--- config.mk ---
export PLATFORM = sky130hd
export DESIGN_NAME = mba_lane
export DESIGN_NICKNAME = d
export VERILOG_FILES = /design/src/hdl/mba_pkg.sv /design/src/hdl/mba_lane.sv
export SDC_FILE = /design/constraint.sdc
export NUM_CORES = 1
export LEC_CHECK = 0
export BUFFER_PORTS_ARGS = -buffer_cell sky130_fd_sc_hd__buf_2
export CELL_PAD_IN_SITES_DETAIL_PLACEMENT = 1
export CELL_PAD_IN_SITES_GLOBAL_PLACEMENT = 1
export CORE_ASPECT_RATIO = 0.7
export CORE_MARGIN = 5
export CORE_UTILIZATION = 35
export DETAILED_ROUTE_END_ITERATION = 6
export GPL_ROUTABILITY_DRIVEN = 1
export PLACE_DENSITY = 0.63
export SYNTH_ARGS = -nofsm -noshare
export SYNTH_HDL_FRONTEND = slang
export SYNTH_SLANG_ARGS = --single-unit
--- constraint.sdc ---
create_clock -name clk -period 6 [get_ports clk]
set_input_delay 0.9 -clock clk [delete_from_list [all_inputs] [get_ports clk]]
set_output_delay 0.9 -clock clk [all_outputs]
set_load 0.005 [all_outputs]
--- src/hdl/mba_pkg.sv ---
`timescale 1ns / 1ps

package mba_pkg;

  // Fixed geometry of one request and of the accumulation path.
  localparam int LANES  = 4;
  localparam int PROD_W = 32;
  localparam int ACC_W  = 48;
  localparam int X_W    = 49;

  // Fixed-point constants of the activation path.
  localparam int unsigned ARG_LIMIT  = 32'h0008_0000;
  localparam int unsigned GELU_CLAMP = 32'h0004_0000;
  localparam int unsigned GELU_CUBIC = 2930;
  localparam int unsigned GELU_SCALE = 104580;
  localparam longint unsigned Q30_ONE = 64'd1 << 30;

  typedef enum logic [1:0] {
    ACT_NONE = 2'd0,
    ACT_RELU = 2'd1,
    ACT_GELU = 2'd2,
    ACT_SILU = 2'd3
  } act_mode_t;

  typedef struct packed {
    logic signed [15:0] a_lane0;
    logic signed [15:0] a_lane1;
    logic signed [15:0] a_lane2;
    logic signed [15:0] a_lane3;
    logic signed [15:0] b_lane0;
    logic signed [15:0] b_lane1;
    logic signed [15:0] b_lane2;
    logic signed [15:0] b_lane3;
    logic [2:0]         valid_lanes;
    logic signed [31:0] bias_value;
    logic               last_element;
  } item_t;

  typedef struct packed {
    logic signed [31:0] result_value;
    logic               saturated;
  } result_t;

  // Hand-off from the accumulator to the activation unit.
  typedef struct packed {
    logic signed [ACC_W-1:0] acc;
    logic signed [31:0]      bias;
  } fin_t;

  // Restoring long division, evaluated only while the sigmoid table is elaborated.
  function automatic longint unsigned udiv(longint unsigned n, longint unsigned d);
    longint unsigned q;
    longint unsigned r;
    int i;
    q = 64'd0;
    r = 64'd0;
    for (i = 63; i >= 0; i--) begin
      r = (r << 1) | ((n >> i) & 64'd1);
      if (r >= d) begin
        r = r - d;
        q = q | (64'd1 << i);
      end
    end
    return q;
  endfunction

  // e^(-f/65536) in Q30 for f in [0, 65536], by a truncated Taylor series.
  function automatic longint unsigned exp_neg_frac(longint unsigned f);
    longint sum;
    longint unsigned term;
    int k;
    sum  = longint'(Q30_ONE);
    term = Q30_ONE;
    for (k = 1; k <= 14; k++) begin
      term = udiv(term * f, 64'(k) * 64'd65536);
      if ((k % 2) == 1) begin
        sum = sum - longint'(term);
      end else begin
        sum = sum + longint'(term);
      end
    end
    return (sum > 0) ? unsigned'(sum) : 64'd0;
  endfunction

  // e^(-u) in Q30 for a Q16.16 value u in [0, 8].
  function automatic longint unsigned exp_neg(longint unsigned u);
    longint unsigned r;
    longint unsigned e1;
    longint unsigned n;
    longint unsigned j;
    r  = exp_neg_frac(u & 64'hFFFF);
    e1 = exp_neg_frac(64'd65536);
    n  = u >> 16;
    for (j = 0; j < n; j++) begin
      r = (r * e1) >> 30;
    end
    return r;
  endfunction

  // Sigmoid at the left edge of bin i, unsigned Q0.16, capped at 65535.
  function automatic logic [15:0] sig_entry(int unsigned i, int unsigned entries);
    longint t;
    longint unsigned e;
    longint unsigned d;
    longint unsigned s;
    t = longint'(udiv(64'(i) << 20, 64'(entries))) - longint'(ARG_LIMIT);
    if (t >= 0) begin
      e = exp_neg(unsigned'(t));
      d = Q30_ONE + e;
      s = udiv((64'd1 << 46) + (d >> 1), d);
    end else begin
      e = exp_neg(unsigned'(-t));
      d = Q30_ONE + e;
      s = udiv((e << 16) + (d >> 1), d);
    end
    if (s > 64'd65535) begin
      s = 64'd65535;
    end
    return s[15:0];
  endfunction

endpackage

--- src/hdl/mba_lane.sv ---
`timescale 1ns / 1ps

module mba_lane (
  input  logic                                clk,
  input  logic                                load,
  input  logic                                active,
  input  logic signed [15:0]                  a,
  input  logic signed [15:0]                  b,
  output logic signed [mba_pkg::PROD_W-1:0]   prod
);
  import mba_pkg::*;

  logic signed [PROD_W-1:0] prod_next;

  // Exact Q16.16 product; a lane beyond the request's lane count contributes zero.
  assign prod_next = active ? (PROD_W'(a) * PROD_W'(b)) : '0;

  always_ff @(posedge clk) begin
    if (load) begin
      prod <= prod_next;
    end
  end

endmodule

After elaboration in Yosys (flattened, before gate mapping). Cells that the tools add are included.

Multipliers: 1.

Operators with widths (count): 16-bit by 16-bit multiplier with 32-bit output (1).

Word-level logic and storage cells: 2. Bits in registers: 32. Output and inout bits: 32.

Depth between registers and ports, before layout.
Depth after elaboration: 1. Mapped depth: 22.

Worst setup path before layout. OpenSTA, ideal clock, no wires.

Path type: input port to flip-flop. Start point: input port a[15]. End point: register prod[31] in the netlist's numbering (data pin). Cell stages on the path: 18. Arrival time: 6185 ps. Buffers on the path: 1. Setup slack: -440 ps. Cells stage by stage: clkbuf_1 -> nand2_1 -> inv_1 -> fa_1 -> fa_1 -> inv_1 -> fa_1 -> fa_1 -> fa_1 -> fa_1 -> inv_1 -> ha_1 -> a21o_1 -> a221o_1 -> a21o_1 -> a31oi_2 -> xnor2_1 -> and2_1.

Cells in the longest elaborated chain, start to end: 1.

Ends and longest elaborated chain: from (decl) (RTL line mba_lane.sv:7) `input logic signed [15:0] a,`; 16-bit by 16-bit multiplier with 32-bit output (RTL line mba_lane.sv:16) `assign prod_next = active ? (PROD_W'(a) * PROD_W'(b)) : '0;`; to (signal assigned) (RTL line mba_lane.sv:20) `prod <= prod_next;`; to (decl) (RTL line mba_lane.sv:9) `output logic signed [mba_pkg::PROD_W-1:0] prod`.

Every way passes these cells. A chain may end at the register's enable or synchronous reset.

Worst setup path after layout.
Start point: input port a[9]. End point: register prod[31] in the netlist's numbering (data pin).

Same word-level chain as after synthesis.

==> results.cfg <==
[clock_network]
cts_inserted_buffers = 5
clockRootBuffer = clkbuf_16
ctsLongestPathBuffers = 2
cts_tree = yes
clock_sinks = 32
clock_tree.htree_level_count = 2
cts.clk_slew.worst_paths_ps = 60

[yosys]
synth_flop_cell = edfxtp_1
yosysSeqAreaShare_pct = 8.77
yosys_register_bits = 32
synthDominantCellAreaShare_pct = 47.9
synth.avg_cell_area_um2 = 9.67
post_synth_inst_count = 1133
yosysWarningCount = 0
yosys.cell_types.count = 48
netlist_top_cells_count = inv_1, fa_1, and2_1
ys_async_sr_fraction_pct = 0
synth_top_area_cell = fa_1
yosys.cell_count.top_type = inv_1
synthesis.area_um2 = 11000
biggest_area_contributors_in_the_synthesized_netlist = fa_1, inv_1, ha_1
synth.net_count = 1512
synth-edff-count = 32

[route]
dr.pass1.iters = 6
via_count = 8141
detail_route.wirelength_mm = 29.0
final_antenna_net_count = 0
drt_iter0_markers = 195
wire_per_inst_um = 16.5
post_drt_via_cell_ratio = 4.64
detail_route.drc_violations = 0

[final_layout]
finish.cell_count_without_fillers = 1755
finish.utilization_pct = 45.1
fillCellCount = 3467
net_total_in_the_final_layout = 1713
register_with_the_most_flip_flops = prod
layout-area-overhead-vs-synth_pct = 27.7
drive_above_1_share_pct = 27.6
layout.cell_area.non_filler_um2 = 14000
reg.largest.list = prod: 32 flops
largest_register_ffs = 32
antenna_cells_inserted = 0

[place]
place.gp.congestion = 0.829
post-dp-hpwl_mm = 25.4
portBuffers = 66
post_place_instance_area_um2 = 13000
dp.cells = 1730

[die]
die-area_um2 = 35000
initial_core_util_pct = 35.3
ioPinCount = 67
placeable_core_region_um2 = 31000
floorplan.die.width_um = 221
rows = 54
die_h_um = 158

[sta]
worst_margin_slew_ps = 766
relSlewSlack_pct = 48.9
hold_vio_cnt_final = 0
rsz0062_at_grt = yes
period_needed_ps = 6050
finalCritPeriodShare_pct = 101
timing.fmax_mhz = 165
finalHoldWorstSlack_ps = 1180
setup_ws_ps = -50.3
setup_viol = 3
final-max-slew-violation-count = 0

[run_status]
run_status = finished with violations
failing_checks = setup timing

[grt]
antenna_found_initial = 0
grt_pass1_vias = 9747
residual_overflow_from_global_routing = 0
grt_start_max_net_pins = 37
global_route_wire_length_before_repair_mm = 49.4
gr-usage-all-layers_pct = 17.5

[setup_path]
timing.critical_path.mode_cell = fa_1
cp_num_buf_inv = 5
critical_path_required_ps = 6040
critPathSlowestCell = fa_1
critPathMaxStageDelay_ps = 540
critical_path.startpoint_type = primary input
arrival_ps = 6090
worst_setup_path_end_kind = flip-flop
worst_path_cell_trace = buf_12 -> and2_4 -> fa_1 -> inv_2 -> fa_1 -> fa_1 -> inv_1 -> fa_1 -> fa_1 -> inv_2 -> fa_1 -> inv_2 -> ha_4 -> a21oi_4 -> nand2b_4 -> a2111oi_4 -> o31ai_4 -> a21o_1 -> a31oi_2 -> xnor2_1 -> and2_1
setup.worst_path.class = primary input to flip-flop
crit_path_max_fanout = 6
path_delay_family = adder cells

[hold_path]
timing.hold.worst.class = primary input to flip-flop

[job]
cap_violations = 0
path summary, 6_finish.rpt:
kind                      to  depth (start not counted)  start  slack [ps]
max   prod[31]$_SDFFCE_PN0P_                         21   a[9]         -50
min    prod[0]$_SDFFCE_PN0P_                          2   a[0]        1180
final cells by class:
class | instances | area [um^2] | area share [%]
Multi-Input combinational cell | 779 | 9340 | 66.8
Clock buffer | 6 | 129 | 0.921
Timing Repair Buffer | 229 | 1920 | 13.7
Tap cell | 420 | 526 | 3.76
Sequential cell | 32 | 961 | 6.87
Clock inverter | 2 | 35.0 | 0.250
Inverter | 287 | 1080 | 7.72
per-layer routing:
metal | GRT usage, % | vias to the layer above | routed length (um)
li1 | - | 3740 | -
met1 | 22.1 | 4315 | 12600
met2 | 33.8 | 72 | 15600
met3 | 2.00 | 14 | 608
met4 | 1.79 | 0 | 281
met5 | 0 | - | 0
cell usage in the layout (no fill, tap or decap), types with 4 or more instances in the layout:
cell type | netlist | final
buf_12 | 0 | 13
buf_4 | 0 | 152
buf_2 | 0 | 37
xor2_1 | 7 | 7
fa_2 | 0 | 25
ha_4 | 0 | 14
clkbuf_16 | 0 | 5
a21oi_1 | 24 | 13
buf_8 | 0 | 8
inv_2 | 0 | 24
a21oi_2 | 0 | 9
o21ai_0 | 8 | 7
and3_1 | 5 | 4
nand2b_1 | 12 | 10
a21o_1 | 10 | 10
and2_4 | 0 | 12
nand2_2 | 0 | 7
and2_1 | 144 | 132
nor2_1 | 18 | 13
inv_1 | 287 | 262
xnor2_1 | 21 | 20
ha_1 | 82 | 66
edfxtp_1 | 32 | 32
fa_1 | 262 | 237
buf_6 | 0 | 19
nand2_1 | 129 | 120
cell families after synthesis:
logic type,synth area share (%)
compound gates,5.00
xor+xnor,2.24
fa+ha+maj,57.2
buf+inv,11.0
flops,8.77
mux,0.274
simple gates,15.4
per-stage QoR:
stage          setup slack [ps]  setup TNS [ps]
5_1_grt                    -227           -1420
3_5_place_dp               -542           -6870
4_1_cts                   -97.4            -304
2_1_floorplan             -35.4           -88.3
3_3_place_gp               -506           -5930
6_report                  -50.3            -120
repair_timing:
item / in CTS / in global routing
gates resized for setup: 120 / 88
hold buffers: 0 / 0
endpoints found under the hold margin: 0 / 0
endpoints found under the setup margin: 14 / 15
pin swaps: 48 / 65
setup buffers: 15 / 5
Power is left out: the tool's default activity adds up to more than one toggle a clock period on the data nets, which glitch-free logic cannot reach.
