**src/hdl/mba_pkg.sv**
```systemverilog
`timescale 1ns / 1ps

package mba_pkg;

  // Fixed geometry of one request and of the accumulation path.
  localparam int LANES  = 4;
  localparam int PROD_W = 32;
  localparam int ACC_W  = 48;
  localparam int X_W    = 49;

  // Fixed-point constants of the activation path.
  localparam int unsigned ARG_LIMIT  = 32'h0008_0000;
  localparam int unsigned GELU_CLAMP = 32'h0004_0000;
  localparam int unsigned GELU_CUBIC = 2930;
  localparam int unsigned GELU_SCALE = 104580;
  localparam longint unsigned Q30_ONE = 64'd1 << 30;

  typedef enum logic [1:0] {
    ACT_NONE = 2'd0,
    ACT_RELU = 2'd1,
    ACT_GELU = 2'd2,
    ACT_SILU = 2'd3
  } act_mode_t;

  typedef struct packed {
    logic signed [15:0] a_lane0;
    logic signed [15:0] a_lane1;
    logic signed [15:0] a_lane2;
    logic signed [15:0] a_lane3;
    logic signed [15:0] b_lane0;
    logic signed [15:0] b_lane1;
    logic signed [15:0] b_lane2;
    logic signed [15:0] b_lane3;
    logic [2:0]         valid_lanes;
    logic signed [31:0] bias_value;
    logic               last_element;
  } item_t;

  typedef struct packed {
    logic signed [31:0] result_value;
    logic               saturated;
  } result_t;

  // Hand-off from the accumulator to the activation unit.
  typedef struct packed {
    logic signed [ACC_W-1:0] acc;
    logic signed [31:0]      bias;
  } fin_t;

  // Restoring long division, evaluated only while the sigmoid table is elaborated.
  function automatic longint unsigned udiv(longint unsigned n, longint unsigned d);
    longint unsigned q;
    longint unsigned r;
    int i;
    q = 64'd0;
    r = 64'd0;
    for (i = 63; i >= 0; i--) begin
      r = (r << 1) | ((n >> i) & 64'd1);
      if (r >= d) begin
        r = r - d;
        q = q | (64'd1 << i);
      end
    end
    return q;
  endfunction

  // e^(-f/65536) in Q30 for f in [0, 65536], by a truncated Taylor series.
  function automatic longint unsigned exp_neg_frac(longint unsigned f);
    longint sum;
    longint unsigned term;
    int k;
    sum  = longint'(Q30_ONE);
    term = Q30_ONE;
    for (k = 1; k <= 14; k++) begin
      term = udiv(term * f, 64'(k) * 64'd65536);
      if ((k % 2) == 1) begin
        sum = sum - longint'(term);
      end else begin
        sum = sum + longint'(term);
      end
    end
    return (sum > 0) ? unsigned'(sum) : 64'd0;
  endfunction

  // e^(-u) in Q30 for a Q16.16 value u in [0, 8].
  function automatic longint unsigned exp_neg(longint unsigned u);
    longint unsigned r;
    longint unsigned e1;
    longint unsigned n;
    longint unsigned j;
    r  = exp_neg_frac(u & 64'hFFFF);
    e1 = exp_neg_frac(64'd65536);
    n  = u >> 16;
    for (j = 0; j < n; j++) begin
      r = (r * e1) >> 30;
    end
    return r;
  endfunction

  // Sigmoid at the left edge of bin i, unsigned Q0.16, capped at 65535.
  function automatic logic [15:0] sig_entry(int unsigned i, int unsigned entries);
    longint t;
    longint unsigned e;
    longint unsigned d;
    longint unsigned s;
    t = longint'(udiv(64'(i) << 20, 64'(entries))) - longint'(ARG_LIMIT);
    if (t >= 0) begin
      e = exp_neg(unsigned'(t));
      d = Q30_ONE + e;
      s = udiv((64'd1 << 46) + (d >> 1), d);
    end else begin
      e = exp_neg(unsigned'(-t));
      d = Q30_ONE + e;
      s = udiv((e << 16) + (d >> 1), d);
    end
    if (s > 64'd65535) begin
      s = 64'd65535;
    end
    return s[15:0];
  endfunction

endpackage

```
**src/hdl/mba_merge.sv**
```systemverilog
`timescale 1ns / 1ps

module mba_merge (
  input  logic                              clk,
  input  logic                              rst,
  input  logic                              load,
  input  logic                              last_element,
  input  logic signed [31:0]                bias_value,
  input  logic signed [mba_pkg::PROD_W-1:0] prod [mba_pkg::LANES],
  output logic                              advance,
  output logic                              fin_valid,
  input  logic                              fin_ready,
  output mba_pkg::fin_t                     fin
);
  import mba_pkg::*;

  logic                    stage_valid;
  logic                    stage_last;
  logic signed [31:0]      stage_bias;
  logic signed [ACC_W-1:0] acc;
  logic signed [ACC_W-1:0] sum;

  // Add the lane products of the staged request to the running dot product.
  always_comb begin
    sum = acc;
    for (int i = 0; i < LANES; i++) begin
      sum = sum + ACC_W'(prod[i]);
    end
  end

  // A final request waits here until the activation unit takes it.
  assign fin_valid = stage_valid && stage_last;
  assign advance   = !stage_valid || !stage_last || fin_ready;
  assign fin.acc   = sum;
  assign fin.bias  = stage_bias;

  always_ff @(posedge clk) begin
    if (rst) begin
      stage_valid <= 1'b0;
      acc         <= '0;
    end else if (advance) begin
      stage_valid <= load;
      if (stage_valid) begin
        acc <= stage_last ? '0 : sum;
      end
    end
  end

  // Request payload of the merge stage.
  always_ff @(posedge clk) begin
    if (advance) begin
      stage_last <= last_element;
      stage_bias <= bias_value;
    end
  end

`ifndef SYNTHESIS
  a_acc_clears: assert property (@(posedge clk) disable iff (rst)
    (fin_valid && fin_ready) |=> (acc == '0))
    else $error("accumulator not cleared after a final request");
`endif

endmodule

```
**config.mk**
```make
export PLATFORM = sky130hd
export DESIGN_NAME = mba_merge
export DESIGN_NICKNAME = d
export VERILOG_FILES = /design/src/hdl/mba_pkg.sv /design/src/hdl/mba_merge.sv
export SDC_FILE = /design/constraint.sdc
export NUM_CORES = 1
export LEC_CHECK = 0
export ABC_AREA = 1
export BUFFER_PORTS_ARGS = -buffer_cell sky130_fd_sc_hd__clkbuf_2
export CORE_MARGIN = 1.5
export CORE_UTILIZATION = 56
export DETAILED_ROUTE_END_ITERATION = 10
export MAX_ROUTING_LAYER = met4
export PLACE_DENSITY = 0.83
export SYNTH_ARGS = -nofsm -noshare
export SYNTH_HDL_FRONTEND = slang
export SYNTH_SLANG_ARGS = --single-unit
```
**constraint.sdc**
```tcl
create_clock -name clk -period 5.93 [get_ports clk]
set_input_delay 0.8895 -clock clk [delete_from_list [all_inputs] [get_ports clk]]
set_output_delay 0.8895 -clock clk [all_outputs]
set_load 0.02 [all_outputs]
```
# == After elaboration in Yosys (flattened, before gate mapping) ==
# Cells that the tools add are included.
# totals
ff_bits,82
in_bits,165
out_inout_bits,82
word_cells,15
# op_classes
n_addsub,4
muxes,1
n_reduce_logical,6
# op_table
cell,count
$add A48 B32 Y48,4
$mux W48,1
$logic_not A1 Y1,2
$logic_or A1 B1 Y1,2
$reduce_and A2 Y1,1
$logic_and A1 B1 Y1,1

# == Depth between registers and ports, before layout ==
# logic_depth
word_depth,5
depth_mapped,21
depth_no_buf,21

# == Least setup slack after synthesis ==
# Ideal clock, no wire load.
# synth_path
path_kind,in2out
startpoint,input prod[31] in the netlist's numbering
endpoint,output fin[79] in the netlist's numbering
arrival_time_ps,4182
required_time_ps,5041
slack_ps,859
stages,13
n_path_buf,0
cell_sequence,fa_1 fa_1 fa_1 ha_1 nand2_1 nor2_1 inv_1 nor2_1 nand2_1 nor2_1 nand2_1 nand4_1 and2_1
# synth_rtl
item,line,source
"start, declared",mba_merge.sv:9,"input logic signed [mba_pkg::PROD_W-1:0] prod [mba_pkg::LANES],"
"end, declared",mba_merge.sv:13,output mba_pkg::fin_t fin

==> impl_table.tex <==
\begin{tabular}{lr}
\hline
Metric & Value \\
\hline
\multicolumn{2}{l}{\textbf{Clock tree}} \\
H-Tree Level Count & 3 \\
Latest clock arrival within the worst-skew pair & 0.36 ns \\
Cells resized by post-CTS repair & 0 \\
TritonCTS buffer count & 9 \\
CTS Sinks & 82 \\
Count of buffers added by post-CTS timing repair for setup & 0 \\
Root Buffer Master & clkbuf\_16 \\
CTS tree & yes \\
Clock-pin slew on the worst setup and hold paths & 0.08 ns \\
CTS Hold Buffers Added & 0 \\
Clock buffer depth & 2 \\
\multicolumn{2}{l}{\textbf{Timing}} \\
Final setup viols & 0 \\
Max-slew headroom & 0.241 \\
Clock tree skew after final layout & 0.0139 ns \\
Total count of hold-check failures in the final report & 0 \\
Period minus WS final & 5.73 ns \\
Worst hold slack across all endpoints & 0.470 ns \\
Pin slew with the least headroom to its limit & 1.14 ns \\
Share of the clock period used by the worst path after layout & 0.966 \\
Maximum frequency from static timing analysis & 0.175 GHz \\
RSZ-0062 raised after global routing & no \\
Final setup TNS & 0 ns \\
Final Slew Violations & 0 \\
\multicolumn{2}{l}{\textbf{Synthesis}} \\
Count of distinct cell types in the synthesized netlist & 26 \\
Post-synth EDFFs & 33 \\
Post-synthesis compound-gate area fraction & 0.0438 \\
Share of the synthesized area in the top cell type & 0.220 \\
Synthesized Nets & 1,849 \\
Most instantiated library cell after synthesis & inv\_1 \\
Flop and latch count out of synthesis & 82 \\
Synth Flop Type & dfxtp\_1 \\
Area fraction in and, or, nand and nor cells after synthesis & 0.269 \\
Post-Synthesis Mean Instance Area & 6.64 sq um \\
Total standard cell area after synthesis & 10,100 sq um \\
Fraction of registers with async set or reset after synthesis & 0 \\
Cells taking the most area after synthesis & fa\_1 (22\%), inv\_1 (19\%), nand2\_1 (17\%) \\
Main combinational cell family by area after synthesis & adder cells \\
Mapped Cells & 1,524 \\
Post-synthesis share of cell area spent on xor and xnor gates & 0.0182 \\
Number of warning messages in the yosys log & 0 \\
Cell type with the highest aggregate area in the netlist & fa\_1 \\
Proportion of synthesized chip area in sequential cells & 0.195 \\
Commonest cells in the netlist & inv\_1 (504), nand2\_1 (452), fa\_1 (111) \\
Post-Synth Adder-Cell Area & 0.280 \\
Multiplexer area fraction after synthesis & 0 \\
\multicolumn{2}{l}{\textbf{Die}} \\
Die width & 137 um \\
Area inside the core boundary & 17,500 sq um \\
Die Span Y & 137 um \\
I/O pin count & 247 \\
Floorplan die area & 18,900 sq um \\
Initial cell density of the core & 0.579 \\
Site Rows & 48 \\
\multicolumn{2}{l}{\textbf{GRT}} \\
Pin count of the biggest net entering global routing & 50 \\
Number of antenna violations at the first check in global routing & 0 \\
GR Util All Layers & 0.319 \\
GRT overflow & 0 \\
Wire length of the first global-routing pass & 44.7 mm \\
Vias in the first global route & 9,310 \\
\multicolumn{2}{l}{\textbf{Route}} \\
Detailed router's first-iteration violation count & 593 \\
Number of vias in the routed layout & 9,643 \\
DR vias/cell & 4.82 \\
Total length of routed wires & 28.6 mm \\
Number of optimization iterations in the first detailed-route pass & 5 \\
WL per Instance & 14.3 um \\
Final routed DRC violation total & 0 \\
Number of nets with antenna violations after routing & 0 \\
\multicolumn{2}{l}{\textbf{Flow run}} \\
\# Max-Cap Violations & 0 \\
\multicolumn{2}{l}{\textbf{Power}} \\
Static Leak & 0.00712 uW \\
Total power consumption of the routed design & 6260 uW \\
Maximum VDD drop & 0.342 mV \\
Power density relative to cell area & 527 nW/um\^{}2 \\
\multicolumn{2}{l}{\textbf{Cells and area}} \\
Number of diodes & 0 \\
Fraction of layout instances using a drive strength above 1 & 0.158 \\
Storage cell area & 1970 sq um \\
Area delta synth->final & 17.6\% \\
Total area of multi-input combinational cells & 6190 sq um \\
Net count reported at finish & 2,095 \\
Fill cell instance count of the final layout & 1,590 \\
Final Cell Area & 11,900 sq um \\
\multicolumn{2}{l}{\textbf{Setup path}} \\
Critical path arrival & 4.84 ns \\
Cell Chain, Critical Path & clkbuf\_2, inv\_1, fa\_1, fa\_1, fa\_1, inv\_1, ha\_1, inv\_1, fa\_1, inv\_1, nand3\_1, nand2\_1, nand2\_1, nand2\_1, nand2\_1, nand2\_1, nand3\_1, nand2\_1, nand2\_1, and2\_1, clkbuf\_2 \\
Required time of the worst setup path & 5.04 ns \\
Worst setup path category & primary input to output pin \\
Cell mode on critical path & nand2\_1 \\
Critical path fanouts, max & 4 \\
Highest cell delay on the worst timing path & 0.56 ns \\
Type of origin of the critical path & primary input \\
Worst Path Buf+Inv & 6 \\
Cell class contributing the biggest share of worst-path delay & adder cells \\
Critical path endpoint category & output pin \\
Crit-path slowest cell & fa\_1 \\
\multicolumn{2}{l}{\textbf{Placement}} \\
Number of buffer cells added on primary ports & 246 \\
HPWL after DPL & 24.4 mm \\
GPL Wtd Cong & 1.02 \\
Post-detailed-placement cell area & 11,600 sq um \\
\multicolumn{2}{l}{\textbf{Hold path}} \\
Worst min-delay path category & register to register \\
\multicolumn{2}{l}{\textbf{Status}} \\
Status & finished clean \\
\hline
\end{tabular}
## worst paths after layout
kind         cells after the start  slack [ns]    start  endpoint
max                             21        0.20  prod[1]   fin[65]
min                              2        0.47  acc[13]   acc[13]
max reg2reg                     18        2.67   acc[1]   acc[33]
min reg2reg                      2        0.47  acc[13]   acc[13]
## where the power goes
| group | switching, uW | total, uW | leakage [uW] | internal, uW |
|---|---|---|---|---|
| registers | 37.9 | 694 | 0.000744 | 656 |
| logic | 3390 | 4990 | 0.00624 | 1590 |
| clock network | 287 | 583 | 0.000141 | 296 |
## kinds of logic (layout without fill, tap and decap cells)
| logic type | count (synthesis) | after routing |
|---|---|---|
| adder cells (fa/ha/maj) | 160 | 160 |
| AND/OR/NAND/NOR | 656 | 656 |
| buffers and inverters | 519 | 770 |
| flip-flops | 82 | 82 |
| XOR/XNOR | 21 | 21 |
| AO/OA/AOI/OAI | 86 | 86 |
## cells in the final DEF, fill, tap and decap left out, types with 8 or more instances in the layout
cell type and instances:
xor2_1 19, nand2_1 452, ha_1 49, nor2_1 72
clkbuf_16 9, nand3_1 67, fa_1 111, edfxtp_1 33
nand4_1 8, dfxtp_1 49, inv_1 504, a21oi_1 78
clkbuf_2 246, and2_1 28
## stage by stage
step	setup slack, ns	util	cells
2_1_floorplan	0.859	-	1524
3_3_place_gp	0.315	0.664	1984
3_5_place_dp	0.258	0.664	1984
4_1_cts	0.242	0.681	2000
5_1_grt	0.0233	0.681	2000
6_report	0.201	0.681	2000
## cell type report
| cell class | count | area share |
|---|---|---|
| inverter | 504 | 0.159 |
| timing repair buffer | 250 | 0.106 |
| clock buffer | 9 | 0.0189 |
| tap | 225 | 0.0237 |
| sequential | 82 | 0.166 |
| clock inverter | 7 | 0.00589 |
| multi-input combinational | 923 | 0.521 |
## routing by layer
metal  wire length (um)  up-vias  track usage  part of all wire
li1                   -     4853            -                 -
met1              12200     4468        0.406              0.43
met2              14200      292        0.548              0.50
met3               1720       30       0.0405             0.060
met4                429        0       0.0661             0.015
met5                  0        -            -                 0
## worst register-to-register path, delay by kind of cell (launching register included)
family,cells,cell delay (ns)
AOI/OAI and AO/OA,1,0.07
buffers and inverters,4,0.38
adders and majority gates,3,1.11
DFF,1,0.34
and+or+nand+nor,10,1.19
## sequential cells by signal, indices dropped and copies added, names as in the netlist
name,flops
stage_last,1
acc,48
stage_valid,1
stage_bias,32
Power figures use the tool's default switching activity.
