--- src/hdl/mba_pkg.sv ---
`timescale 1ns / 1ps

package mba_pkg;

  // Fixed geometry of one request and of the accumulation path.
  localparam int LANES  = 4;
  localparam int PROD_W = 32;
  localparam int ACC_W  = 48;
  localparam int X_W    = 49;

  // Fixed-point constants of the activation path.
  localparam int unsigned ARG_LIMIT  = 32'h0008_0000;
  localparam int unsigned GELU_CLAMP = 32'h0004_0000;
  localparam int unsigned GELU_CUBIC = 2930;
  localparam int unsigned GELU_SCALE = 104580;
  localparam longint unsigned Q30_ONE = 64'd1 << 30;

  typedef enum logic [1:0] {
    ACT_NONE = 2'd0,
    ACT_RELU = 2'd1,
    ACT_GELU = 2'd2,
    ACT_SILU = 2'd3
  } act_mode_t;

  typedef struct packed {
    logic signed [15:0] a_lane0;
    logic signed [15:0] a_lane1;
    logic signed [15:0] a_lane2;
    logic signed [15:0] a_lane3;
    logic signed [15:0] b_lane0;
    logic signed [15:0] b_lane1;
    logic signed [15:0] b_lane2;
    logic signed [15:0] b_lane3;
    logic [2:0]         valid_lanes;
    logic signed [31:0] bias_value;
    logic               last_element;
  } item_t;

  typedef struct packed {
    logic signed [31:0] result_value;
    logic               saturated;
  } result_t;

  // Hand-off from the accumulator to the activation unit.
  typedef struct packed {
    logic signed [ACC_W-1:0] acc;
    logic signed [31:0]      bias;
  } fin_t;

  // Restoring long division, evaluated only while the sigmoid table is elaborated.
  function automatic longint unsigned udiv(longint unsigned n, longint unsigned d);
    longint unsigned q;
    longint unsigned r;
    int i;
    q = 64'd0;
    r = 64'd0;
    for (i = 63; i >= 0; i--) begin
      r = (r << 1) | ((n >> i) & 64'd1);
      if (r >= d) begin
        r = r - d;
        q = q | (64'd1 << i);
      end
    end
    return q;
  endfunction

  // e^(-f/65536) in Q30 for f in [0, 65536], by a truncated Taylor series.
  function automatic longint unsigned exp_neg_frac(longint unsigned f);
    longint sum;
    longint unsigned term;
    int k;
    sum  = longint'(Q30_ONE);
    term = Q30_ONE;
    for (k = 1; k <= 14; k++) begin
      term = udiv(term * f, 64'(k) * 64'd65536);
      if ((k % 2) == 1) begin
        sum = sum - longint'(term);
      end else begin
        sum = sum + longint'(term);
      end
    end
    return (sum > 0) ? unsigned'(sum) : 64'd0;
  endfunction

  // e^(-u) in Q30 for a Q16.16 value u in [0, 8].
  function automatic longint unsigned exp_neg(longint unsigned u);
    longint unsigned r;
    longint unsigned e1;
    longint unsigned n;
    longint unsigned j;
    r  = exp_neg_frac(u & 64'hFFFF);
    e1 = exp_neg_frac(64'd65536);
    n  = u >> 16;
    for (j = 0; j < n; j++) begin
      r = (r * e1) >> 30;
    end
    return r;
  endfunction

  // Sigmoid at the left edge of bin i, unsigned Q0.16, capped at 65535.
  function automatic logic [15:0] sig_entry(int unsigned i, int unsigned entries);
    longint t;
    longint unsigned e;
    longint unsigned d;
    longint unsigned s;
    t = longint'(udiv(64'(i) << 20, 64'(entries))) - longint'(ARG_LIMIT);
    if (t >= 0) begin
      e = exp_neg(unsigned'(t));
      d = Q30_ONE + e;
      s = udiv((64'd1 << 46) + (d >> 1), d);
    end else begin
      e = exp_neg(unsigned'(-t));
      d = Q30_ONE + e;
      s = udiv((e << 16) + (d >> 1), d);
    end
    if (s > 64'd65535) begin
      s = 64'd65535;
    end
    return s[15:0];
  endfunction

endpackage

--- src/hdl/mba_act.sv ---
`timescale 1ns / 1ps

module mba_act #(
  parameter int SIGMOID_ENTRIES = 256
) (
  input  logic               clk,
  input  logic               rst,
  input  logic               req_valid,
  output logic               req_ready,
  input  mba_pkg::fin_t      req,
  input  mba_pkg::act_mode_t mode,
  output logic               result_valid,
  input  logic               result_ready,
  output mba_pkg::result_t   result
);
  import mba_pkg::*;

  localparam int IDX_W = $clog2(SIGMOID_ENTRIES);
  localparam int SCL_W = 21 + IDX_W;

  typedef enum logic [9:0] {
    S_IDLE   = 10'b00_0000_0001,
    S_PREP   = 10'b00_0000_0010,
    S_SQUARE = 10'b00_0000_0100,
    S_CUBE   = 10'b00_0000_1000,
    S_INNER  = 10'b00_0001_0000,
    S_SCALE  = 10'b00_0010_0000,
    S_LOOKUP = 10'b00_0100_0000,
    S_INDEX  = 10'b00_1000_0000,
    S_MULT   = 10'b01_0000_0000,
    S_FINISH = 10'b10_0000_0000
  } state_t;

  state_t state;
  state_t state_next;

  act_mode_t             mode_q;
  logic signed [X_W-1:0] x;
  logic                  neg;
  logic [ACC_W-1:0]      mag;
  logic [18:0]           gm;
  logic [20:0]           m2;
  logic [22:0]           m3;
  logic [19:0]           inner;
  logic [21:0]           scaled_arg;
  logic [19:0]           v;
  logic [15:0]           sig;
  logic [47:0]           p_hi;
  logic [15:0]           p_lo;

  logic signed [X_W-1:0] x_next;
  logic [X_W-1:0]        x_abs;
  logic [37:0]           sq_prod;
  logic [39:0]           cube_prod;
  logic [34:0]           cubic_term;
  logic [37:0]           scale_term;
  logic [ACC_W-1:0]      arg_src;
  logic [19:0]           v_next;
  logic [SCL_W-1:0]      scaled_idx;
  logic [IDX_W-1:0]      idx;
  logic [31:0]           lo_prod;
  logic [X_W-1:0]        r;
  logic signed [X_W-1:0] y;
  logic                  sat_hi;
  logic                  sat_lo;
  logic                  out_free;
  result_t               result_next;

  // Sigmoid table over [-8, 8), built at elaboration.
  logic [15:0] sig_rom [SIGMOID_ENTRIES];

  for (genvar g = 0; g < SIGMOID_ENTRIES; g++) begin : g_rom
    localparam logic [15:0] ENTRY = sig_entry(g, SIGMOID_ENTRIES);
    assign sig_rom[g] = ENTRY;
  end

  assign req_ready = (state == S_IDLE);
  assign out_free  = !result_valid || result_ready;

  // Pre-activation value and its magnitude.
  assign x_next = X_W'(req.acc) + X_W'(req.bias);
  assign x_abs  = x[X_W-1] ? X_W'(-x) : X_W'(x);

  // GELU polynomial on the clamped magnitude, one product per step.
  assign sq_prod    = 38'(gm) * 38'(gm);
  assign cube_prod  = 40'(gm) * 40'(m2);
  assign cubic_term = 35'(m3) * 35'(GELU_CUBIC) + 35'(32768);
  assign scale_term = 38'(inner) * 38'(GELU_SCALE) + 38'(32768);

  // Clamp the sigmoid argument and offset it into [0, 2^20).
  always_comb begin
    arg_src = (mode_q == ACT_SILU) ? mag : ACC_W'(scaled_arg);
    if (neg) begin
      v_next = 20'(ARG_LIMIT) -
               ((arg_src > ACC_W'(ARG_LIMIT)) ? 20'(ARG_LIMIT) : arg_src[19:0]);
    end else begin
      v_next = 20'(ARG_LIMIT) +
               ((arg_src > ACC_W'(ARG_LIMIT - 1)) ? 20'(ARG_LIMIT - 1) : arg_src[19:0]);
    end
  end

  assign scaled_idx = SCL_W'(v) * SCL_W'(SIGMOID_ENTRIES);
  assign idx        = scaled_idx[20 +: IDX_W];

  // Magnitude times sigmoid, split at bit 16 with the low part rounded.
  assign lo_prod = 32'(mag[15:0]) * 32'(sig) + 32'(32768);
  assign r       = X_W'(p_hi) + X_W'(p_lo);

  // Apply the activation and saturate to Q16.16.
  always_comb begin
    case (mode_q)
      ACT_NONE: y = x;
      ACT_RELU: y = (x > 0) ? x : '0;
      ACT_GELU: y = neg ? -$signed(r) : $signed(r);
      ACT_SILU: y = neg ? -$signed(r) : $signed(r);
      default:  y = x;
    endcase
    sat_hi = !y[X_W-1] && (y[X_W-2:31] != '0);
    sat_lo = y[X_W-1] && !(&y[X_W-2:31]);
    if (sat_hi) begin
      result_next.result_value = 32'sh7FFF_FFFF;
    end else if (sat_lo) begin
      result_next.result_value = 32'sh8000_0000;
    end else begin
      result_next.result_value = y[31:0];
    end
    result_next.saturated = sat_hi || sat_lo;
  end

  // Step sequence; the mode picks how much of the sigmoid path runs.
  always_comb begin
    state_next = state;
    case (state)
      S_IDLE: begin
        if (req_valid) begin
          state_next = S_PREP;
        end
      end
      S_PREP: begin
        if (mode_q == ACT_GELU) begin
          state_next = S_SQUARE;
        end else if (mode_q == ACT_SILU) begin
          state_next = S_LOOKUP;
        end else begin
          state_next = S_FINISH;
        end
      end
      S_SQUARE: state_next = S_CUBE;
      S_CUBE:   state_next = S_INNER;
      S_INNER:  state_next = S_SCALE;
      S_SCALE:  state_next = S_LOOKUP;
      S_LOOKUP: state_next = S_INDEX;
      S_INDEX:  state_next = S_MULT;
      S_MULT:   state_next = S_FINISH;
      S_FINISH: begin
        if (out_free) begin
          state_next = S_IDLE;
        end
      end
      default:  state_next = S_IDLE;
    endcase
  end

  always_ff @(posedge clk) begin
    if (rst) begin
      state        <= S_IDLE;
      result_valid <= 1'b0;
    end else begin
      state <= state_next;
      if (state == S_FINISH && out_free) begin
        result_valid <= 1'b1;
      end else if (result_ready) begin
        result_valid <= 1'b0;
      end
    end
  end

  // Datapath registers, each loaded by the step that produces it.
  always_ff @(posedge clk) begin
    case (state)
      S_IDLE: begin
        if (req_valid) begin
          x      <= x_next;
          mode_q <= mode;
        end
      end
      S_PREP: begin
        neg <= x[X_W-1];
        mag <= x_abs[ACC_W-1:0];
        gm  <= (x_abs > X_W'(GELU_CLAMP)) ? 19'(GELU_CLAMP) : x_abs[18:0];
      end
      S_SQUARE: m2 <= sq_prod[36:16];
      S_CUBE:   m3 <= cube_prod[38:16];
      S_INNER:  inner <= 20'(gm) + 20'(cubic_term[34:16]);
      S_SCALE:  scaled_arg <= scale_term[37:16];
      S_LOOKUP: v <= v_next;
      S_INDEX:  sig <= sig_rom[idx];
      S_MULT: begin
        p_hi <= 48'(mag[47:16]) * 48'(sig);
        p_lo <= lo_prod[31:16];
      end
      S_FINISH: begin
        if (out_free) begin
          result <= result_next;
        end
      end
      default: begin
      end
    endcase
  end

`ifndef SYNTHESIS
  a_start: assert property (@(posedge clk) disable iff (rst)
    (req_valid && req_ready) |=> (state == S_PREP))
    else $error("activation unit did not start on a request");
  a_finish_loads: assert property (@(posedge clk) disable iff (rst)
    (state == S_FINISH && out_free) |=> result_valid)
    else $error("finished result not presented");
  a_sat_value: assert property (@(posedge clk) disable iff (rst)
    (result_valid && result.saturated) |->
      (result.result_value == 32'sh7FFF_FFFF || result.result_value == 32'sh8000_0000))
    else $error("saturation flag without a clamped value");
`endif

endmodule

--- config.mk ---
export PLATFORM = sky130hd
export DESIGN_NAME = mba_act
export DESIGN_NICKNAME = d
export VERILOG_FILES = /design/src/hdl/mba_pkg.sv /design/src/hdl/mba_act.sv
export SDC_FILE = /design/constraint.sdc
export NUM_CORES = 2
export LEC_CHECK = 0
export BUFFER_PORTS_ARGS = -buffer_cell sky130_fd_sc_hd__buf_4
export CORE_MARGIN = 2
export CORE_UTILIZATION = 67
export CTS_BUF_LIST = sky130_fd_sc_hd__clkbuf_8 sky130_fd_sc_hd__clkbuf_16
export DETAILED_ROUTE_END_ITERATION = 7
export PLACE_DENSITY = 0.95
export SETUP_SLACK_MARGIN = 0.5
export SYNTH_ARGS = -nofsm -noshare
export SYNTH_HDL_FRONTEND = slang
export SYNTH_SLANG_ARGS = --single-unit
--- constraint.sdc ---
create_clock -name clk -period 10.74 [get_ports clk]
set_input_delay 0.537 -clock clk [delete_from_list [all_inputs] [get_ports clk]]
set_output_delay 0.537 -clock clk [all_outputs]
set_load 0.02 [all_outputs]
Word level (Yosys, flattened, before mapping)
Memories as Yosys holds them, arrays and structs flattened. A register that Yosys moved wholly into a read port is not among the register bits.
Index checks and enable logic that the tools add are counted.
{ "classes": {"addsub": 10, "multipliers": 6, "order_cmp": 4, "n_eq_ne": 15, "n_mux": 16, "n_bitwise": 1, "n_reduce_logical": 16} }
{ "ops": {"columns": ["operator", "count"], "rows": [
  ["two-way mux 49 bit", 3],
  ["case mux 49 bit (3 select lines)", 1],
  ["case mux 10 bit (10 select lines)", 1],
  ["negator 49 bit", 2],
  ["two-way mux 20 bit", 3],
  ["adder 48 x 16 -> 49 bit", 1],
  ["adder 48 x 32 -> 49 bit", 1],
  ["> comparator 49 x 1 -> 1 bit (second input constant)", 1],
  ["> comparator 49 x 19 -> 1 bit (second input constant)", 1],
  ["> comparator 48 x 19 -> 1 bit (second input constant)", 1],
  ["> comparator 48 x 20 -> 1 bit (second input constant)", 1],
  ["multiplier 32 x 16 -> 48 bit", 1],
  ["two-way mux 48 bit", 1],
  ["two-way mux 10 bit", 4],
  ["multiplier 19 x 21 -> 39 bit", 1],
  ["adder 37 x 16 -> 38 bit (second input constant)", 1],
  ["multiplier 19 x 19 -> 37 bit", 1],
  ["adder 35 x 16 -> 35 bit (second input constant)", 1],
  ["multiplier 20 x 15 -> 35 bit (second input constant)", 1],
  ["multiplier 23 x 11 -> 34 bit (second input constant)", 1],
  ["adder 32 x 16 -> 32 bit (second input constant)", 1],
  ["multiplier 16 x 16 -> 32 bit", 1],
  ["two-way mux 32 bit", 1],
  ["adder 19 x 19 -> 20 bit", 1],
  ["other kinds (26)", 36]
]} }
{ "word_totals": {"regBits": 333, "romBits": 4096, "output_inout_bits": 35, "elab_cells": 85, "memories": 1} }
{ "memory_table": {"columns": ["memory", "words", "width", "rd", "rd_clocked_by_memory_dff", "wr", "line", "rtl"], "rows": [
  ["(no name shown)", 256, 16, 1, 1, 0, "mba_act.sv:197", "S_INDEX: sig <= sig_rom[idx];"]
]} }

Logic depth before layout (Yosys ltp)
{ "logic_depth": {"ltp_word": 8, "mapped_depth": 36} }

Least setup slack after synthesis
No wires, ideal clock.
{ "synth_timing": {"kind": "register -> register", "start": "reg gm[6]", "end": "reg m2[20], data pin", "t_arrival_ps": 7389, "path_slack_ps": 3083, "path_stages_with_launch": 27, "n_path_buf": 2, "synth_period_minus_slack_ps": 7657, "path_cell_list": "edfxtp_1 > clkbuf_1 > clkbuf_1 > nand2_1 > fa_1 > inv_1 > fa_1 > fa_1 > fa_1 > inv_1 > fa_1 > fa_1 > inv_1 > ha_1 > a21oi_1 > o221ai_1 > a21oi_1 > o21ai_0 > a211o_1 > o31ai_1 > o21ai_0 > o41a_1 > a41o_1 > o211a_1 > nor4b_1 > o311ai_0 > xnor2_1"} }
{ "synth_via": {"elab_chain_len": 1} }
{ "synth_lines": {"columns": ["element", "line", "rtl"], "rows": [
  ["start: declaration", "mba_act.sv:41", "logic [18:0] gm;"],
  ["start signal: assignment", "mba_act.sv:190", "gm <= (x_abs > X_W'(GELU_CLAMP)) ? 19'(GELU_CLAMP) : x_abs[18:0];"],
  ["multiplier 19 x 19 -> 37 bit", "mba_act.sv:85", "assign sq_prod = 38'(gm) * 38'(gm);"],
  ["net sq_prod[36]", "mba_act.sv:53", "logic [37:0] sq_prod;"],
  ["end signal: assignment", "mba_act.sv:192", "S_SQUARE: m2 <= sq_prod[36:16];"],
  ["end: declaration", "mba_act.sv:42", "logic [20:0] m2;"]
]} }
The timed path passes the listed nets, and every way through them passes these cells.
A chain may end at the register's enable or synchronous reset.

Worst setup path in the final report
{ "layout_timing": {"start": "reg gm[10]", "end": "reg m2[20], data pin"} }
The elaborated chain is that of the path after synthesis.

==> summary.txt <==
Floorplanning
  – Die Area: between 0.1 and 0.15 mm2
  – Core area: about 0.11 mm2
  – Std cell rows: 124
  – Starting Density: slightly below 70%
  – I/O pins: roughly 120
  – DIE WIDTH: 344.2 um
  – Die height: between 300 and 400 um

STA
  – Top achievable clock speed: 0.1101 GHz
  – Setup_tns: 0 ps
  – Skew final: 39.64 ps
  – Worst hold slack: roughly 130 ps
  – RSZ-0062 raised after global routing: false
  – Slew Viols, Final: 0
  – Setup-failing EPs final: 0
  – Final Hold Vio Count: 0
  – Final Critical Period: 9084 ps
  – Relative slew slack: 12.55%
  – Crit share post-route: between 80 and 90%
  – Worst Max-Slew Pin Slew: 1312 ps

Routing
  – Pre-antenna DRT Iters: 8
  – Routed Antenna Nets: 0
  – Via density: 6.428
  – Initial DRC count: around 7200
  – DRC Markers: 23
  – Vias: 64077
  – Final wirelength: 236500 um
  – WL/cell: 23.73 um

Synthesis
  – Syn avg cell area: 9.079 um2
  – Area contributors post-synth: fa_1 (34%), ha_1 (13%), edfxtp_1 (13%)
  – Number of synthesized flops with an enable pin: 326
  – Syn Nets: 10787
  – Seq cells post-synth: approximately 340
  – Yosys warnings: 0
  – Mapped Cells: ~8500
  – Count of different cell masters after synthesis: 102
  – Post-synth top area share: 34.31%
  – Synth async-reset ratio: 0%
  – Mapped Area: ~0.078 mm2
  – Sequential area share after synthesis: 12.91%
  – Ys flop type: edfxtp_1
  – Cell taking the most area after synthesis: fa_1

Global route
  – Total track usage: 40.86%
  – Total grt overflow: 0
  – First-pass GRT wire length: 373800 um
  – Number of antenna violations at the first check in global routing: 14
  – Number of global-route vias before repair: 70111
  – Largest net degree at the start of global routing: 147

Critical path
  – CP Class: flop to flop
  – Crit path cell chain: inv_1 > nor2_1 > fa_1 > fa_1 > fa_1 > inv_1 > fa_1 > inv_1 > fa_1 > fa_1 > ha_1 > o21a_1 > a21oi_1 > o21ai_0 > a211o_1 > o31ai_1 > o21ai_0 > o41a_1 > a41o_1 > o211a_1 > nor4b_1 > o311ai_0 > xnor2_1
  – Crit-path max FO: 19
  – R2r worst-path depth: 23
  – CP max-delay cell: edfxtp_1
  – RR Startpoint: gm[10]
  – Reg2Reg Capture Point: m2[20]
  – Crit path max-delay family: adder cells
  – Startpoint Class: flop
  – Reg2reg setup slack: 1660 ps
  – CP max stage delay: 1070 ps
  – CP Data Required Time: 11090 ps
  – Crit path DAT: 9430 ps
  – CP endpoint kind: flop
  – CP bufs+invs: 3
  – Most frequent CP cell: fa_1

Clock network
  – Clock sinks: 337
  – Resized cells post-CTS: 0
  – Clock Pin Slew Worst Setup and Hold Paths: 70 ps
  – Worst-Skew Late Latency: 610 ps
  – Hold_buf cts: 0
  – Root Driver: clkbuf_16
  – Bufs on Longest Clock Path: 3
  – Setup bufs post-CTS: 0
  – Num CTS Buffers: 41
  – CTS tree: yes
  – CTS H-tree depth: 2

Pwr
  – Tot Pwr: 14.64 mW
  – Worst VDD drop: 0.001204 V
  – PD cells: 180.7 mW/mm2
  – Pleak: 39.18 nW

Final layout
  – Layout Nets: 10665
  – Area growth, synth to finish: 4.472%
  – Commonest non-fill, non-tap cell in the layout: inv_1
  – Most frequent cells in the layout: inv_1 (1651), fa_1 (1329), nand2_1 (1101)
  – Final Non-Filler Cells: approximately 10000
  – Share of cells above drive strength 1: 4.379%

Place
  – Port Buffers: 120
  – Placed cell count: 9889
  – Post-detail-place hpwl: 182500 um
  – Placer Congestion: 1.012

Min path
  – HP Start: mode[1]
  – Hold path depth: 1
  – WHS Endpoint: mode_q[1]
  – Hold/Removal Path Class: input pin to flop

Flow run
  – Number of max-cap violations: 0

Run status
  – Status: finished with violations
  – Failing checks: DRC
-- logic make-up after synthesis --
logic type | Yosys count | synth area share, %
buffers and inverters | 2039 | 9.919
flip-flops | 337 | 12.91
multiplexers | 27 | 0.4566
AO/OA/AOI/OAI | 1093 | 9.286
AND/OR/NAND/NOR | 2517 | 15.56
XOR/XNOR | 370 | 4.178
adder cells (fa/ha/maj) | 2159 | 47.70
-- state kept, by name, summed over array words and instances, names as in the netlist --
name	cells
x	49
mag	48
p_hi	48
result	33
m3	23
scaled_arg	22
m2	21
inner	20
gm	19
p_lo	16
sig	16
state	10
v	8
mode_q	2
neg	1
result_valid	1
-- power breakdown --
part	switching [mW]	total, mW	internal (mW)
clock network	0.614	1.43	0.812
registers	0.0794	2.14	2.06
logic	6.61	11.1	4.46
total	7.31	14.6	7.33
-- worst max-delay path by stage --
stage	endpoint	slack [ps]	cells after the start	start
4_1_cts	m2[20]	1860	24	gm[10]
3_5_place_dp	m2[20]	1860	24	gm[10]
6_report	m2[20]	1660	23	gm[10]
3_3_place_gp	m2[20]	2240	24	gm[3]
5_1_grt	m2[20]	1320	24	gm[10]
2_1_floorplan	m2[20]	3080	26	gm[6]
-- worst reg2reg max path: cells and delay by family (launching register included) --
family                   cells  cell delay, ps
XOR/XNOR                     1             190
AO/OA/AOI/OAI               10            3010
buffers and inverters        3             510
adder cells (fa/ha/maj)      7            3230
flip-flops                   1            1070
AND/OR/NAND/NOR              2             820
-- through the flow --
step / worst slack (ps) / util (%) / area [um2]
final: 1656 / 70.76 / 81020
after global routing: 1320 / 70.74 / 81000
after global placement: 2242 / 69.59 / 79680
after detailed placement: 1856 / 69.59 / 79680
after CTS: 1859 / 70.74 / 81000
after floorplan: 3083 / - / 77550
-- synthesized netlist by cell type, types with 11 or more instances --
master and number:
clkbuf_1 348, buf_1 25, edfxtp_1 326, xnor2_1 248, mux2i_1 14, or4_1 18
o2111ai_1 11, o31ai_1 39, a211o_1 15, a211oi_1 54, or3_1 30, o41ai_1 16
a21boi_0 13, o21a_1 42, nand2_1 1101, nor4_1 41, a221oi_1 18, and3_1 48
and2_1 509, or2_2 22, a311oi_1 11, a21o_1 80, ha_1 830, o22ai_1 18
nand4_1 43, o21bai_1 24, inv_1 1645, o211ai_1 43, nor2b_1 44, a22oi_1 25
a21oi_1 273, o21ai_0 223, o311ai_0 16, xor2_1 122, dfxtp_1 11, nand3_1 131
a31oi_1 56, nor3_1 93, and4_1 12, nor2_1 336, nand2b_1 44, fa_1 1329
-- area by class of cell --
type,count,area [um2]
multi-input cells,6166,59880
repair buffers,222,1692
inverters,1652,6201
fillers,7624,33480
diodes,8,20.02
flip-flops and latches,337,10010
clock inverters,27,222.7
clock buffers,45,1104
well taps,1512,1892
-- routing by layer --
layer | vias up | part of all wire (%) | track usage (%)
li1 | 26980 | - | -
met1 | 31079 | 33 | 47.12
met4 | 12 | 7.7 | 26.29
met3 | 1530 | 12 | 12.05
met2 | 4476 | 47 | 66.72
met5 | - | 0.034 | 0
Note: power is estimated with default switching activity, not from simulation.
